File: config.mk
export PLATFORM = sky130hd
export DESIGN_NAME = dpk_window_cell
export DESIGN_NICKNAME = d
export VERILOG_FILES = /design/src/hw/rtl/dpk_window_cell.sv
export SDC_FILE = /design/constraint.sdc
export NUM_CORES = 1
export LEC_CHECK = 0
export ABC_CLOCK_PERIOD_IN_PS = 800
export BUFFER_PORTS_ARGS = -buffer_cell sky130_fd_sc_hd__buf_2
export CAP_MARGIN = 0
export CORE_UTILIZATION = 41
export DETAILED_ROUTE_END_ITERATION = 12
export PLACE_DENSITY = 0.79
export SYNTH_ARGS = -nofsm -noshare
export SYNTH_HDL_FRONTEND = slang
export SYNTH_SLANG_ARGS = --single-unit
File: constraint.sdc
create_clock -name clk -period 0.8 [get_ports clk]
set_input_delay 0.12 -clock clk [delete_from_list [all_inputs] [get_ports clk]]
set_output_delay 0.12 -clock clk [all_outputs]
set_load 0.02 [all_outputs]
File: src/hw/rtl/dpk_window_cell.sv
// One column of the 3x3 window; it takes its neighbor's column on every shift.
module dpk_window_cell #(
  parameter int DATA_W = 32
) (
  input  logic                   clk,
  input  logic                   shift_en,
  input  logic [2:0][DATA_W-1:0] col_in,
  output logic [2:0][DATA_W-1:0] col_out
);

  always_ff @(posedge clk) begin
    if (shift_en) begin
      col_out <= col_in;
    end
  end

endmodule

# After elaboration in Yosys (flattened, before gate mapping)
# Index checks and enable logic that the tools add are counted.
[word_totals]
reg_bits = 96

# Logic depth before layout (Yosys ltp)
[logic_depth]
ltp_word = 0
ltp_mapped = 0

# Worst setup path after synthesis
# Ideal clock, no wire load.
[synth_path]
path_type = "flip-flop to output port"
start = "reg col_out[0] in the netlist's numbering"
end = "out col_out[0] in the netlist's numbering"
arrival_ns = 0.449
slack_ns = 0.231
path_stages_with_launch = 1
path_buffers = 0
path_cell_list = "edfxtp_1"
[synth_lines]
columns = ["item", "line_no", "source"]
rows = [
  ["start, declared", "8", "output logic [2:0][DATA_W-1:0] col_out"],
  ["start signal, assigned", "13", "col_out <= col_in;"],
]
# No word-level cell between the ends.

# Worst setup path after layout
[layout_path]
start = "reg col_out[2] in the netlist's numbering"
end = "out col_out[2] in the netlist's numbering"
# No word-level cell between the ends.

==> flow_summary.json <==
{
  "reg_top3": "col_out: 96 flops",
  "worst-path-buf-inv": 1,
  "ant_nets": 0,
  "cap_violations": 0,
  "fin_ws_ns": -0.257,
  "finalCriticalPeriod_ns": 1.06,
  "min_path_type": "in2reg",
  "grt_pass1_vias": 2443,
  "postCtsSetupBuffers": 0,
  "worstSetupEndpoint": "col_out[2]",
  "first_pass_iters": 4,
  "path_cells": "buf_6",
  "ir_worst_vdd_uv": 1300,
  "antenna_found_initial": 0,
  "yosysMostFrequentCell": "edfxtp_1",
  "ys.flop_type": "edfxtp_1",
  "syn-mean-instance-area_um2": 30.0,
  "finalSetupViolations": 96,
  "yosysTopAreaCell": "edfxtp_1",
  "wirelength_um": 9120,
  "largest_reg_flops": 96,
  "yosys-top-cells-area": "edfxtp_1 100%",
  "postLayoutCoreUtil_pct": 82.8,
  "min_path_cells": 2,
  "fmax_mhz": 946,
  "grt_pass1_wl_um": 11700,
  "worst_path_max_delay_cell": "edfxtp_1",
  "cp_max_fo": 1,
  "crit_family": "flip-flops",
  "wl_per_cell_um": 18.2,
  "routed-via-count": 2244,
  "max_stage_delay_ns": 0.44,
  "cts.clk_slew.worst_paths_ns": 0.10,
  "initial_core_util_pct": 42.4,
  "worstMarginPinSlew_ns": 0.234,
  "synth_cell_type_count": 1,
  "crit_arrival_ns": 0.94,
  "largest-register": "col_out",
  "clockBufferDepth": 2,
  "clock_sinks": 96,
  "avgViaCountPerCell": 4.49,
  "area_delta_synth_final_pct": 95.1,
  "track_usage_pct": 22.2,
  "timing_hold_violations_final": 0,
  "syn-cell-area_um2": 2880,
  "cp-startpoint": "col_out[2]",
  "grt_remaining_overflow": 0,
  "async_flop_share_pct": 0,
  "period_share_pct": 132,
  "portBuffers": 193,
  "synthCells": 96,
  "cts_tree": "built",
  "critPathKind": "reg2out",
  "rows": 30,
  "dieHeight_um": 85.9,
  "placed_cells": 388,
  "maxSlewViolCount": 0,
  "synth_edf_count": 96,
  "die-area_um2": 7370,
  "yosysWarningCount": 0,
  "grt_max_degree": 45,
  "multiInputGateArea_um2": 0,
  "die_w_um": 85.9,
  "relSlewSlack_pct": 84.4,
  "ys_seq_elements": 96,
  "whs_ns": 0.225,
  "crit_path_start_kind": "register",
  "drive_gt1_share_pct": 52.2,
  "layout.cells.non_filler": 500,
  "rsz0062_at_grt": "yes",
  "fin_setup_tns_ns": -19.75,
  "n_antenna_cell": 0,
  "num-multi-input-gates": 0,
  "synth_commonest_cells": "96 x edfxtp_1",
  "cts_buffers": 9,
  "powerDensity_nw_per_um2": 2000,
  "core_area_um2": 6790,
  "status": "finished with violations",
  "cts_htree_levels": 3,
  "synth_top_cell_area_share_pct": 100,
  "drtIter0Drc": 49,
  "syn_nets": 194,
  "cp.depth": 1,
  "place_congestion": 0.713,
  "cp.required_ns": 0.68,
  "ios": 194,
  "root_buffer": "clkbuf_8",
  "violations": "setup timing",
  "synth-seq-area-share_pct": 100,
  "drc": 0,
  "finalNetCount": 497,
  "critPathCaptureType": "primary output",
  "leakagePower_nw": 2.38
}
-- repair_timing --
item	in CTS	in global routing
gates cloned	0	0
gates resized for setup	36	108
endpoints found under the setup margin	96	96
endpoints found under the hold margin	96	0
hold buffers	96	0
-- worst min path at each step --
stage | from | end | slack [ns]
global placement | col_in[73] | col_out[73] | 0.30
detailed placement | col_in[73] | col_out[73] | 0.30
global route | shift_en | col_out[63] | 0.22
floorplan | col_in[0] | col_out[0] | 0.22
finish | shift_en | col_out[63] | 0.22
CTS | shift_en | col_out[14] | 0.19
-- routing by layer --
layer | part of all wire [%] | vias up | GRT usage, % | wire length [um]
met4 | 2.4 | 0 | 10.5 | 220
met5 | 0 | - | 0 | 0
li1 | - | 999 | - | -
met1 | 33 | 1071 | 21.8 | 2980
met3 | 7.6 | 21 | 6.26 | 689
met2 | 57 | 153 | 42.5 | 5220
-- metrics by stage --
| step | total power [W] | cell area, um2 | setup WS [ns] |
|---|---|---|---|
| after floorplan | 0.00671 | 2880 | 0.231 |
| after global placement | 0.00738 | 4020 | -0.0222 |
| after detailed placement | 0.00741 | 4020 | -0.0320 |
| after CTS | 0.0109 | 5290 | -0.269 |
| after global routing | 0.0116 | 5620 | -0.298 |
| final | 0.0113 | 5620 | -0.257 |
-- area by class of cell --
cell class            count  area, um2
Clock buffer              9        124
Clock inverter            7       70.1
Fill cell               329       1170
Sequential cell          96       2880
Tap cell                 96        120
Timing Repair Buffer    292       2430
-- power by group --
group | leakage [nW] | internal (W) | switching (W) | total (W)
Clock | 0.101 | 0.00145 | 0.00165 | 0.00310
Sequential | 0.940 | 0.00598 | 0.000187 | 0.00617
Combinational | 1.34 | 0.00107 | 0.000923 | 0.00199
Total | 2.38 | 0.00851 | 0.00276 | 0.0113
-- cell families after synthesis --
group / count (synthesis) / share of synthesized area [%]
DFF: 96 / 100
-- cells in the final DEF, fill, tap and decap left out --
master / n
bufinv_16: 1
dlygate4sd3_1: 96
buf_4: 2
clkbuf_8: 9
edfxtp_1: 96
buf_2: 120
clkinv_2: 2
clkinv_4: 1
clkinv_1: 1
inv_6: 2
buf_12: 2
buf_6: 72
No activity file was read; power rests on OpenSTA's default activity.
